**config.mk**
```make
export PLATFORM = sky130hd
export DESIGN_NAME = bezier_curve_flattener_core
export DESIGN_NICKNAME = d
export VERILOG_FILES = /design/src/rtl/bcf_pkg.sv /design/src/rtl/bcf_dp.sv /design/src/rtl/bcf_ctrl.sv /design/src/rtl/bezier_curve_flattener_core.sv
export SDC_FILE = /design/constraint.sdc
export NUM_CORES = 2
export LEC_CHECK = 0
export BUFFER_PORTS_ARGS = -buffer_cell sky130_fd_sc_hd__buf_4
export CORE_MARGIN = 10
export CORE_UTILIZATION = 44
export DETAILED_ROUTE_END_ITERATION = 8
export PLACE_DENSITY = 0.65
export SKIP_LAST_GASP = 1
export SYNTH_ARGS = -nofsm -noshare
export SYNTH_HDL_FRONTEND = slang
export SYNTH_SLANG_ARGS = --single-unit
export TNS_END_PERCENT = 100
```
**constraint.sdc**
```tcl
create_clock -name clk -period 8.56 [get_ports clk]
set_clock_uncertainty 0.05 [all_clocks]
set_input_delay 0 -clock clk [delete_from_list [all_inputs] [get_ports clk]]
set_output_delay 0 -clock clk [all_outputs]
set_load 0.03 [all_outputs]
```
**src/rtl/bcf_pkg.sv**
```systemverilog
// ============================================================================
// bcf_pkg
// Shared types, constants and helpers of the Bezier curve flattener: item
// formats, datapath operation codes, and controller/datapath command buses.
// ============================================================================
package bcf_pkg;

    // Coordinate width (signed Q15.8) and default weight fraction width
    localparam int COORD_BITS      = 24;
    localparam int T_FRAC_BITS_DEF = 16;

    // Steps-per-curve register
    localparam int              STEPS_W     = 6;
    localparam logic [STEPS_W-1:0] STEPS_RESET = 6'd16;

    // One curve item
    typedef struct packed {
        logic                         func;
        logic signed [COORD_BITS-1:0] p0_x;
        logic signed [COORD_BITS-1:0] p0_y;
        logic signed [COORD_BITS-1:0] p1_x;
        logic signed [COORD_BITS-1:0] p1_y;
        logic signed [COORD_BITS-1:0] p2_x;
        logic signed [COORD_BITS-1:0] p2_y;
        logic signed [COORD_BITS-1:0] p3_x;
        logic signed [COORD_BITS-1:0] p3_y;
    } curve_t;

    // One output point item
    typedef struct packed {
        logic signed [COORD_BITS-1:0] point_x;
        logic signed [COORD_BITS-1:0] point_y;
        logic                         last_point;
    } result_t;

    // Multiplier operations, in cubic issue order
    typedef enum logic [3:0] {
        OP_UU, OP_TU, OP_TT,
        OP_W0, OP_W1, OP_W2, OP_W3,
        OP_X0, OP_X1, OP_X2, OP_X3,
        OP_Y0, OP_Y1, OP_Y2, OP_Y3
    } bcf_op_t;

    localparam logic [3:0] OPS_LAST_CUBIC = 4'd14;
    localparam logic [3:0] OPS_LAST_QUAD  = 4'd10;

    // Operation at slot idx of a point; quadratic skips the cubic weight ops
    function automatic bcf_op_t op_at(input logic cubic, input logic [3:0] idx);
        logic [3:0] code;
        if (cubic || (idx < 4'd3)) begin
            code = idx;
        end else begin
            code = idx + 4'd4;
        end
        return bcf_op_t'(code);
    endfunction

    // Controller to datapath commands
    typedef struct packed {
        logic               load;
        logic               div_step;
        logic               div_first;
        logic               t_init;
        logic               t_step;
        logic               op_valid;
        bcf_op_t            op;
        logic               finish;
        logic               emit_end;
        logic [STEPS_W-1:0] steps;
    } bcf_cmd_t;

    // Datapath to controller status
    typedef struct packed {
        logic cubic;
    } bcf_sts_t;

endpackage

```
**src/rtl/bcf_dp.sv**
```systemverilog
// ============================================================================
// bcf_dp
// Datapath: reciprocal step divider for t = k/steps, exact t stepping, one
// shared multiplier with a registered product, weight and accumulate
// write-back, and the rounding/saturating result register.
// ============================================================================
module bcf_dp #(
    parameter int T_FRAC_BITS = bcf_pkg::T_FRAC_BITS_DEF
) (
    input  logic              clk,
    input  logic              rst_n,
    input  bcf_pkg::curve_t   curve,
    input  bcf_pkg::bcf_cmd_t cmd,
    output bcf_pkg::bcf_sts_t sts,
    output bcf_pkg::result_t  result,
    output logic              result_strobe
);
    import bcf_pkg::*;

    localparam int T    = T_FRAC_BITS;
    localparam int SW   = STEPS_W;
    localparam int CW   = COORD_BITS;
    localparam int AW   = ((CW > T + 3) ? CW : T + 3) + 1;
    localparam int BW   = T + 2;
    localparam int PW   = AW + BW;
    localparam int ACCW = CW + T + 4;

    localparam logic [T:0]                 ONE_T    = {1'b1, {T{1'b0}}};
    localparam logic signed [PW-1:0]       HALF_P   = PW'(ONE_T >> 1);
    localparam logic signed [ACCW-1:0]     HALF_A   = ACCW'(ONE_T >> 1);
    localparam logic signed [ACCW-1:0]     C_MAX    = ACCW'({1'b0, {(CW-1){1'b1}}});
    localparam logic signed [ACCW-1:0]     C_MIN    = -C_MAX - ACCW'(1);

    // Captured item
    logic                 cubic_reg;
    logic signed [CW-1:0] px_reg [4];
    logic signed [CW-1:0] py_reg [4];

    // Divider and t stepping
    logic [SW-1:0] rem_reg;
    logic [T:0]    q_reg;
    logic [T:0]    t_reg;
    logic [SW+1:0] tr_reg;

    // Weights
    logic [T:0] uu_reg, tu_reg, tt_reg;
    logic [T:0] w_reg [4];

    // Multiplier stage and accumulators
    logic signed [PW-1:0]   prod_reg;
    bcf_op_t                tag_reg;
    logic                   tag_vld_reg;
    logic signed [ACCW-1:0] accx_reg, accy_reg;

    // Output register
    result_t res_reg;
    logic    res_vld_reg;

    logic [T:0]    u;
    logic [SW:0]   shifted;
    logic          div_ge;
    logic [SW+1:0] tr_sum;
    logic [SW+1:0] mod2;
    logic          wrap;
    logic [T+2:0]  tu3, tt3;
    logic signed [AW-1:0] a_op;
    logic [T:0]           b_op;
    logic signed [PW-1:0] prod;
    logic signed [PW-1:0] wsum;
    logic [T:0]           w_round;
    logic signed [ACCW-1:0] prod_ext;

    assign sts.cubic     = cubic_reg;
    assign result        = res_reg;
    assign result_strobe = res_vld_reg;

    // Rounded and saturated point coordinate
    function automatic logic signed [CW-1:0] finish_coord(input logic signed [ACCW-1:0] acc);
        logic signed [ACCW-1:0] s;
        logic signed [ACCW-1:0] q;
        s = acc + HALF_A;
        q = s >>> T;
        if (q > C_MAX) begin
            q = C_MAX;
        end else if (q < C_MIN) begin
            q = C_MIN;
        end
        return q[CW-1:0];
    endfunction

    // Complement of t
    assign u = ONE_T - t_reg;

    // Restoring divide of 2^T by steps, one quotient bit per cycle
    assign shifted = {rem_reg, cmd.div_first};
    assign div_ge  = shifted >= {1'b0, cmd.steps};

    // Exact t = round(k / steps): add quotient, carry from remainder mod 2*steps
    assign tr_sum = tr_reg + {1'b0, rem_reg, 1'b0};
    assign mod2   = {1'b0, cmd.steps, 1'b0};
    assign wrap   = tr_sum >= mod2;

    // Three times tu and tt
    assign tu3 = {1'b0, tu_reg, 1'b0} + {2'b0, tu_reg};
    assign tt3 = {1'b0, tt_reg, 1'b0} + {2'b0, tt_reg};

    // Operand select for the shared multiplier
    always_comb
    begin
        a_op = '0;
        b_op = '0;
        case (cmd.op)
            OP_UU: begin a_op = $signed({{(AW-T-1){1'b0}}, u});      b_op = u;     end
            OP_TU: begin a_op = $signed({{(AW-T-1){1'b0}}, t_reg});  b_op = u;     end
            OP_TT: begin a_op = $signed({{(AW-T-1){1'b0}}, t_reg});  b_op = t_reg; end
            OP_W0: begin a_op = $signed({{(AW-T-1){1'b0}}, uu_reg}); b_op = u;     end
            OP_W1: begin a_op = $signed({{(AW-T-3){1'b0}}, tu3});    b_op = u;     end
            OP_W2: begin a_op = $signed({{(AW-T-3){1'b0}}, tt3});    b_op = u;     end
            OP_W3: begin a_op = $signed({{(AW-T-1){1'b0}}, tt_reg}); b_op = t_reg; end
            OP_X0: begin a_op = AW'(px_reg[0]); b_op = w_reg[0]; end
            OP_X1: begin a_op = AW'(px_reg[1]); b_op = w_reg[1]; end
            OP_X2: begin a_op = AW'(px_reg[2]); b_op = w_reg[2]; end
            OP_X3: begin a_op = AW'(px_reg[3]); b_op = w_reg[3]; end
            OP_Y0: begin a_op = AW'(py_reg[0]); b_op = w_reg[0]; end
            OP_Y1: begin a_op = AW'(py_reg[1]); b_op = w_reg[1]; end
            OP_Y2: begin a_op = AW'(py_reg[2]); b_op = w_reg[2]; end
            OP_Y3: begin a_op = AW'(py_reg[3]); b_op = w_reg[3]; end
            default: begin a_op = '0; b_op = '0; end
        endcase
    end

    assign prod = a_op * $signed({1'b0, b_op});

    // Write-back: rounded weight or signed accumulate term
    assign wsum     = prod_reg + HALF_P;
    assign w_round  = wsum[2*T:T];
    assign prod_ext = ACCW'(prod_reg);

    // Control flags
    always_ff @(posedge clk or negedge rst_n)
    begin
        if (!rst_n) begin
            tag_vld_reg <= 1'b0;
            res_vld_reg <= 1'b0;
        end else begin
            tag_vld_reg <= cmd.op_valid;
            res_vld_reg <= cmd.finish | cmd.emit_end;
        end
    end

    // Payload registers
    always_ff @(posedge clk)
    begin
        // item capture
        if (cmd.load) begin
            cubic_reg <= curve.func;
            px_reg[0] <= curve.p0_x;
            py_reg[0] <= curve.p0_y;
            px_reg[1] <= curve.p1_x;
            py_reg[1] <= curve.p1_y;
            px_reg[2] <= curve.p2_x;
            py_reg[2] <= curve.p2_y;
            px_reg[3] <= curve.p3_x;
            py_reg[3] <= curve.p3_y;
            rem_reg   <= '0;
            q_reg     <= '0;
        end

        // divider step
        if (cmd.div_step) begin
            rem_reg <= div_ge ? SW'(shifted - {1'b0, cmd.steps}) : shifted[SW-1:0];
            q_reg   <= {q_reg[T-1:0], div_ge};
        end

        // t sequence
        if (cmd.t_init) begin
            t_reg  <= '0;
            tr_reg <= {2'b00, cmd.steps};
        end else if (cmd.t_step) begin
            t_reg  <= t_reg + q_reg + (T+1)'(wrap);
            tr_reg <= wrap ? (tr_sum - mod2) : tr_sum;
        end

        // multiplier stage
        if (cmd.op_valid) begin
            prod_reg <= prod;
            tag_reg  <= cmd.op;
        end

        // write-back
        if (cmd.op_valid && (cmd.op == OP_UU)) begin
            accx_reg <= '0;
            accy_reg <= '0;
        end else if (tag_vld_reg) begin
            case (tag_reg)
                OP_UU: begin
                    uu_reg <= w_round;
                    if (!cubic_reg) begin
                        w_reg[0] <= w_round;
                    end
                end
                OP_TU: begin
                    tu_reg <= w_round;
                    if (!cubic_reg) begin
                        w_reg[1] <= {w_round[T-1:0], 1'b0};
                    end
                end
                OP_TT: begin
                    tt_reg <= w_round;
                    if (!cubic_reg) begin
                        w_reg[2] <= w_round;
                        w_reg[3] <= '0;
                    end
                end
                OP_W0: w_reg[0] <= w_round;
                OP_W1: w_reg[1] <= w_round;
                OP_W2: w_reg[2] <= w_round;
                OP_W3: w_reg[3] <= w_round;
                OP_X0, OP_X1, OP_X2, OP_X3: accx_reg <= accx_reg + prod_ext;
                OP_Y0, OP_Y1, OP_Y2, OP_Y3: accy_reg <= accy_reg + prod_ext;
                default: ;
            endcase
        end

        // output point
        if (cmd.finish) begin
            res_reg.point_x    <= finish_coord(accx_reg);
            res_reg.point_y    <= finish_coord(accy_reg);
            res_reg.last_point <= 1'b0;
        end else if (cmd.emit_end) begin
            res_reg.point_x    <= cubic_reg ? px_reg[3] : px_reg[2];
            res_reg.point_y    <= cubic_reg ? py_reg[3] : py_reg[2];
            res_reg.last_point <= 1'b1;
        end
    end

endmodule

```
**src/rtl/bcf_ctrl.sv**
```systemverilog
// ============================================================================
// bcf_ctrl
// Controller: holds the steps register, sequences the divider, the per-point
// multiplier operations and the point/endpoint emission.
// ============================================================================
module bcf_ctrl #(
    parameter int T_FRAC_BITS = bcf_pkg::T_FRAC_BITS_DEF
) (
    input  logic                         clk,
    input  logic                         rst_n,
    input  logic                         start,
    output logic                         busy,
    input  logic                         cfg_valid,
    output logic                         cfg_ready,
    input  logic [bcf_pkg::STEPS_W-1:0]  cfg_data,
    input  bcf_pkg::bcf_sts_t            sts,
    output bcf_pkg::bcf_cmd_t            cmd
);
    import bcf_pkg::*;

    localparam int DCW = $clog2(T_FRAC_BITS + 1);

    typedef enum logic [2:0] {
        S_IDLE, S_DIV, S_OPS, S_DRAIN, S_FINISH, S_ENDPT
    } state_t;

    state_t             state_reg, state_next;
    logic [STEPS_W-1:0] steps_reg, steps_next;
    logic [STEPS_W-1:0] s_eff_reg, s_eff_next;
    logic [STEPS_W-1:0] k_reg, k_next;
    logic [DCW-1:0]     cnt_reg, cnt_next;
    logic [3:0]         opi_reg, opi_next;
    logic [3:0]         op_last;

    assign busy      = (state_reg != S_IDLE);
    assign cfg_ready = 1'b1;
    assign op_last   = sts.cubic ? OPS_LAST_CUBIC : OPS_LAST_QUAD;

    // Next state and datapath commands
    always_comb
    begin
        state_next = state_reg;
        steps_next = steps_reg;
        s_eff_next = s_eff_reg;
        k_next     = k_reg;
        cnt_next   = cnt_reg;
        opi_next   = opi_reg;

        cmd           = '0;
        cmd.op        = op_at(sts.cubic, opi_reg);
        cmd.steps     = s_eff_reg;
        cmd.div_first = (cnt_reg == '0);

        if (cfg_valid) begin
            steps_next = cfg_data;
        end

        case (state_reg)
            S_IDLE: begin
                if (start) begin
                    cmd.load   = 1'b1;
                    s_eff_next = (steps_reg == '0) ? STEPS_W'(1) : steps_reg;
                    cnt_next   = '0;
                    state_next = S_DIV;
                end
            end
            S_DIV: begin
                cmd.div_step = 1'b1;
                cnt_next     = cnt_reg + DCW'(1);
                if (cnt_reg == DCW'(T_FRAC_BITS)) begin
                    cmd.t_init = 1'b1;
                    k_next     = '0;
                    opi_next   = '0;
                    state_next = S_OPS;
                end
            end
            S_OPS: begin
                cmd.op_valid = 1'b1;
                opi_next     = opi_reg + 4'd1;
                if (opi_reg == op_last) begin
                    state_next = S_DRAIN;
                end
            end
            S_DRAIN: begin
                state_next = S_FINISH;
            end
            S_FINISH: begin
                cmd.finish = 1'b1;
                cmd.t_step = 1'b1;
                opi_next   = '0;
                k_next     = k_reg + STEPS_W'(1);
                if (k_reg == s_eff_reg - STEPS_W'(1)) begin
                    state_next = S_ENDPT;
                end else begin
                    state_next = S_OPS;
                end
            end
            S_ENDPT: begin
                cmd.emit_end = 1'b1;
                state_next   = S_IDLE;
            end
            default: begin
                state_next = S_IDLE;
            end
        endcase
    end

    // State and counters
    always_ff @(posedge clk or negedge rst_n)
    begin
        if (!rst_n) begin
            state_reg <= S_IDLE;
            steps_reg <= STEPS_RESET;
            s_eff_reg <= STEPS_W'(1);
            k_reg     <= '0;
            cnt_reg   <= '0;
            opi_reg   <= '0;
        end else begin
            state_reg <= state_next;
            steps_reg <= steps_next;
            s_eff_reg <= s_eff_next;
            k_reg     <= k_next;
            cnt_reg   <= cnt_next;
            opi_reg   <= opi_next;
        end
    end

endmodule

```
**src/rtl/bezier_curve_flattener_core.sv**
```systemverilog
// ============================================================================
// bezier_curve_flattener_core
// Flattens one quadratic or cubic Bezier curve per item into steps + 1
// points: Bernstein evaluation at t = k/steps, then the final control point.
// ============================================================================
// A curve is taken when start is high and busy is low; busy then stays high
// until the last point has been issued. Each point appears on result for one
// cycle with result_strobe high and cannot be held off, so the receiver must
// take every strobed point. Per curve the block first runs the bit-serial
// reciprocal divide of 2^T by steps, then the multiplier operations of each
// point, fewer for a quadratic than for a cubic (all products go through one
// shared multiplier), then emits the endpoint. The steps register may
// be written while busy is low; a value of zero acts as one.
module bezier_curve_flattener_core #(
    parameter int T_FRAC_BITS = bcf_pkg::T_FRAC_BITS_DEF
) (
    input  logic                        clk,
    input  logic                        rst_n,
    input  logic                        start,
    output logic                        busy,
    input  bcf_pkg::curve_t             curve,
    input  logic                        cfg_valid,
    output logic                        cfg_ready,
    input  logic [bcf_pkg::STEPS_W-1:0] cfg_data,
    output bcf_pkg::result_t            result,
    output logic                        result_strobe
);
    import bcf_pkg::*;

    bcf_cmd_t cmd;
    bcf_sts_t sts;

    // Sequencer
    bcf_ctrl #(
        .T_FRAC_BITS (T_FRAC_BITS)
    ) u_ctrl (
        .clk       (clk),
        .rst_n     (rst_n),
        .start     (start),
        .busy      (busy),
        .cfg_valid (cfg_valid),
        .cfg_ready (cfg_ready),
        .cfg_data  (cfg_data),
        .sts       (sts),
        .cmd       (cmd)
    );

    // Arithmetic
    bcf_dp #(
        .T_FRAC_BITS (T_FRAC_BITS)
    ) u_dp (
        .clk           (clk),
        .rst_n         (rst_n),
        .curve         (curve),
        .cmd           (cmd),
        .sts           (sts),
        .result        (result),
        .result_strobe (result_strobe)
    );

endmodule

```
==> key figures <==
Logic synthesis
  • Cell with the most instances after synthesis: inv_1
  • Share of Yosys cell area claimed by the top area cell type: 28.2%
  • Top cells by area, synth: edfxtp_1 (28%), fa_1 (18%), ha_1 (7.3%)
  • Dominant synthesized flop cell: edfxtp_1
  • Synthesized area: 46400 µm²
  • Syn. warnings: 0
  • Number of flops mapped to enable cells by yosys: 436
  • Post-synthesis sequential area ratio: around a third
  • Ys async rst share: 5.56%
  • Largest area contributor in the netlist: edfxtp_1
  • Mean Syn Cell Area: 9.77 µm²
  • Netlist cell types: between 80 and 90
  • Net Count, Synth: 5638
  • Synthesized instance count: ~4.8k
  • Synth cell count leaders: inv_1 (607), nand2_1 (519), nor2_1 (452)
  • Seq cells post-synth: 576

Run status
  • Outcome: finished, violations left
  • Failing checks: negative setup slack

GRT
  • M3 GR Usage: 6.26%
  • Gr usage total: 28.7%
  • Initial antenna violation count: 7
  • Congestion Overflow GR: 0
  • Vias in the first global route: 40.3k
  • First-pass GRT wire length: 256000 µm
  • Gr busiest metal: met2
  • Grt met1 use: 37.0%
  • Largest net degree at the start of global routing: 81
  • Met2 global-route usage: 45.1%

STA
  • Unrepaired setup endpoints after global routing: yes
  • Final Hold Viols: 0
  • Slew HR: 24.0%
  • Crit share post-route: 101%
  • Setup Total Neg Slack: -0.370 ns
  • Tightest Pin Transition: approximately 1.1 ns
  • Worst Slack Setup Final: -0.0898 ns
  • Slew Limit Fails: 0
  • Final Setup Violations: 7
  • Max Clk Rate: 116 MHz
  • Tmin final: slightly below 9 ns

Final layout
  • Final #Nets: 6616
  • Layout cell share with drive strength beyond 1: 21.9%
  • Finished Layout Cells: 7183
  • Layout area overhead: 29.8%
  • Final core occ: 57.4%

Setup path
  • Critical path arrival: approximately 9.0 ns
  • CP max FO: 14
  • Most frequent CP cell: fa_1
  • Crit path largest cell delay: 0.58 ns
  • R2r worst-path depth: 36
  • CP max-delay cell: fa_1
  • Startpoint Class: register
  • Crit Path Class: register to register
  • Required time worst endpoint: 8.92 ns
  • Crit. End Element: register

Routing
  • Post-DR wirelength/cell: 24.3 µm
  • Drt total wl: between 150000 and 200000 µm
  • Detail Route Antenna Nets: 0
  • Vias/cell: ~5.7
  • Remaining DRCs: 0
  • Vias: 40.9k
  • 1st-pass router iterations: 7
  • Number of DRC markers in iteration 0: between 4k and 5k

Job
  • Max-Cap Viols: 0

Die
  • IO Pins: 255
  • Core Footprint: 105000 µm²
  • # rows: 119
  • Chip width: 345 µm
  • Die height: around 340 µm
  • Initial Utilization: 44.2%
  • Die Area: 119000 µm²

Placed design
  • Hpwl dp: around 140000 µm
  • PortBufs: 253
  • Post-Place Cells: 6766
  • GPL Wtd Cong: 0.986

Clocking
  • H-tree levels: 3
  • Worst-Skew Late Latency: between 0.6 and 0.7 ns
  • Clk root buf: clkbuf_16
  • CTS sink count: 576
  • Clock tree buffer depth: 3
  • Cts bufs inserted: 71
  • TritonCTS clock tree: built
  • Clock transition at path regs: 0.06 ns

Min path
  • Hold-critical path depth: 2
  • Hold Crit Class: input port to register
## per-stage QoR
stage / cell area [µm²] / worst slack, ns / hold slack [ns]
3_3_place_gp: 53900 / -0.580 / -0.0558
4_1_cts: 59300 / -0.00233 / 0.000419
2_1_floorplan: 46400 / 0.0125 / -0.346
5_1_grt: 60300 / -0.298 / 0.0177
3_5_place_dp: 53900 / -0.663 / -0.0565
6_report: 60300 / -0.0898 / 0.0152
## critical path: cells and delay by family, from the launching register on
kind,cells,cell delay (ns)
adders and majority gates,8,3.50
AOI/OAI and AO/OA,10,1.97
and+or+nand+nor,5,0.81
buffers and inverters,11,1.20
xor gates and xnor gates,1,0.12
muxes,1,0.37
DFF,1,0.36
## layout by cell type (no fill, tap or decap), drive strengths merged, types with 44 or more instances in the layout
cell and instances:
buf 870, inv 615, nand2 519, nor2 452
edfxtp 436, fa 414, a21oi 274, ha 269
dlygate4sd3 232, o21ai 166, xnor2 142, nand3 111
dfxtp 108, a21o 101, xor2 101, clkbuf 94
mux2i 63, nor3 54, and2 53, and3 53
a22oi 44, nand2b 44
## layout make-up
class,instances,area (µm²)
Antenna cell,5,12.5
Clock buffer,94,1890
Clock inverter,36,354
Fill cell,8939,44700
Inverter,609,2290
Multi-Input combinational cell,3370,28500
Sequential cell,576,16100
Tap cell,1391,1740
Timing Repair Buffer,1102,9420
## layer usage
| metal | part of all wire, % | vias to the layer above |
|---|---|---|
| li1 | - | 18200 |
| met1 | 39 | 20100 |
| met2 | 45 | 2139 |
| met3 | 10 | 449 |
| met4 | 6.1 | 2 |
| met5 | 0.0074 | - |
## logic make-up after synthesis
family / count (synthesis) / synth area share, %
DFF: 576 / 34.6
other: 1 / 0.00808
and+or+nand+nor: 1445 / 14.0
buffers and inverters: 807 / 6.76
AOI/OAI and AO/OA: 924 / 13.4
muxes: 73 / 1.60
adders and majority gates: 683 / 25.1
xor gates and xnor gates: 243 / 4.59
## timing repair
item | in CTS | in global routing
setup endpoints to repair | 25 | 24
hold endpoints to repair | 235 | 0
cloned | 2 | 0
pin swaps | 76 | 125
resized for setup | 136 | 200
buffers inserted | 22 | 31
hold buffers | 233 | 0
## final timing paths
path	start	end	slack (ns)
max	u_ctrl.opi_reg[2]	u_dp.prod_reg[35]	-0.09
min	curve[102]	u_dp.py_reg[1][6]	0.02
max reg2reg	u_ctrl.opi_reg[2]	u_dp.prod_reg[35]	-0.09
min reg2reg	u_dp.accx_reg[5]	u_dp.accx_reg[5]	0.41
max in group asynchronous	rst_n	u_ctrl.k_reg[3]	7.79
min in group asynchronous	rst_n	u_ctrl.steps_reg[4]	0.43
Power is left out: the tool's default activity adds up to more than one toggle a clock period on the data nets, which glitch-free logic cannot reach.
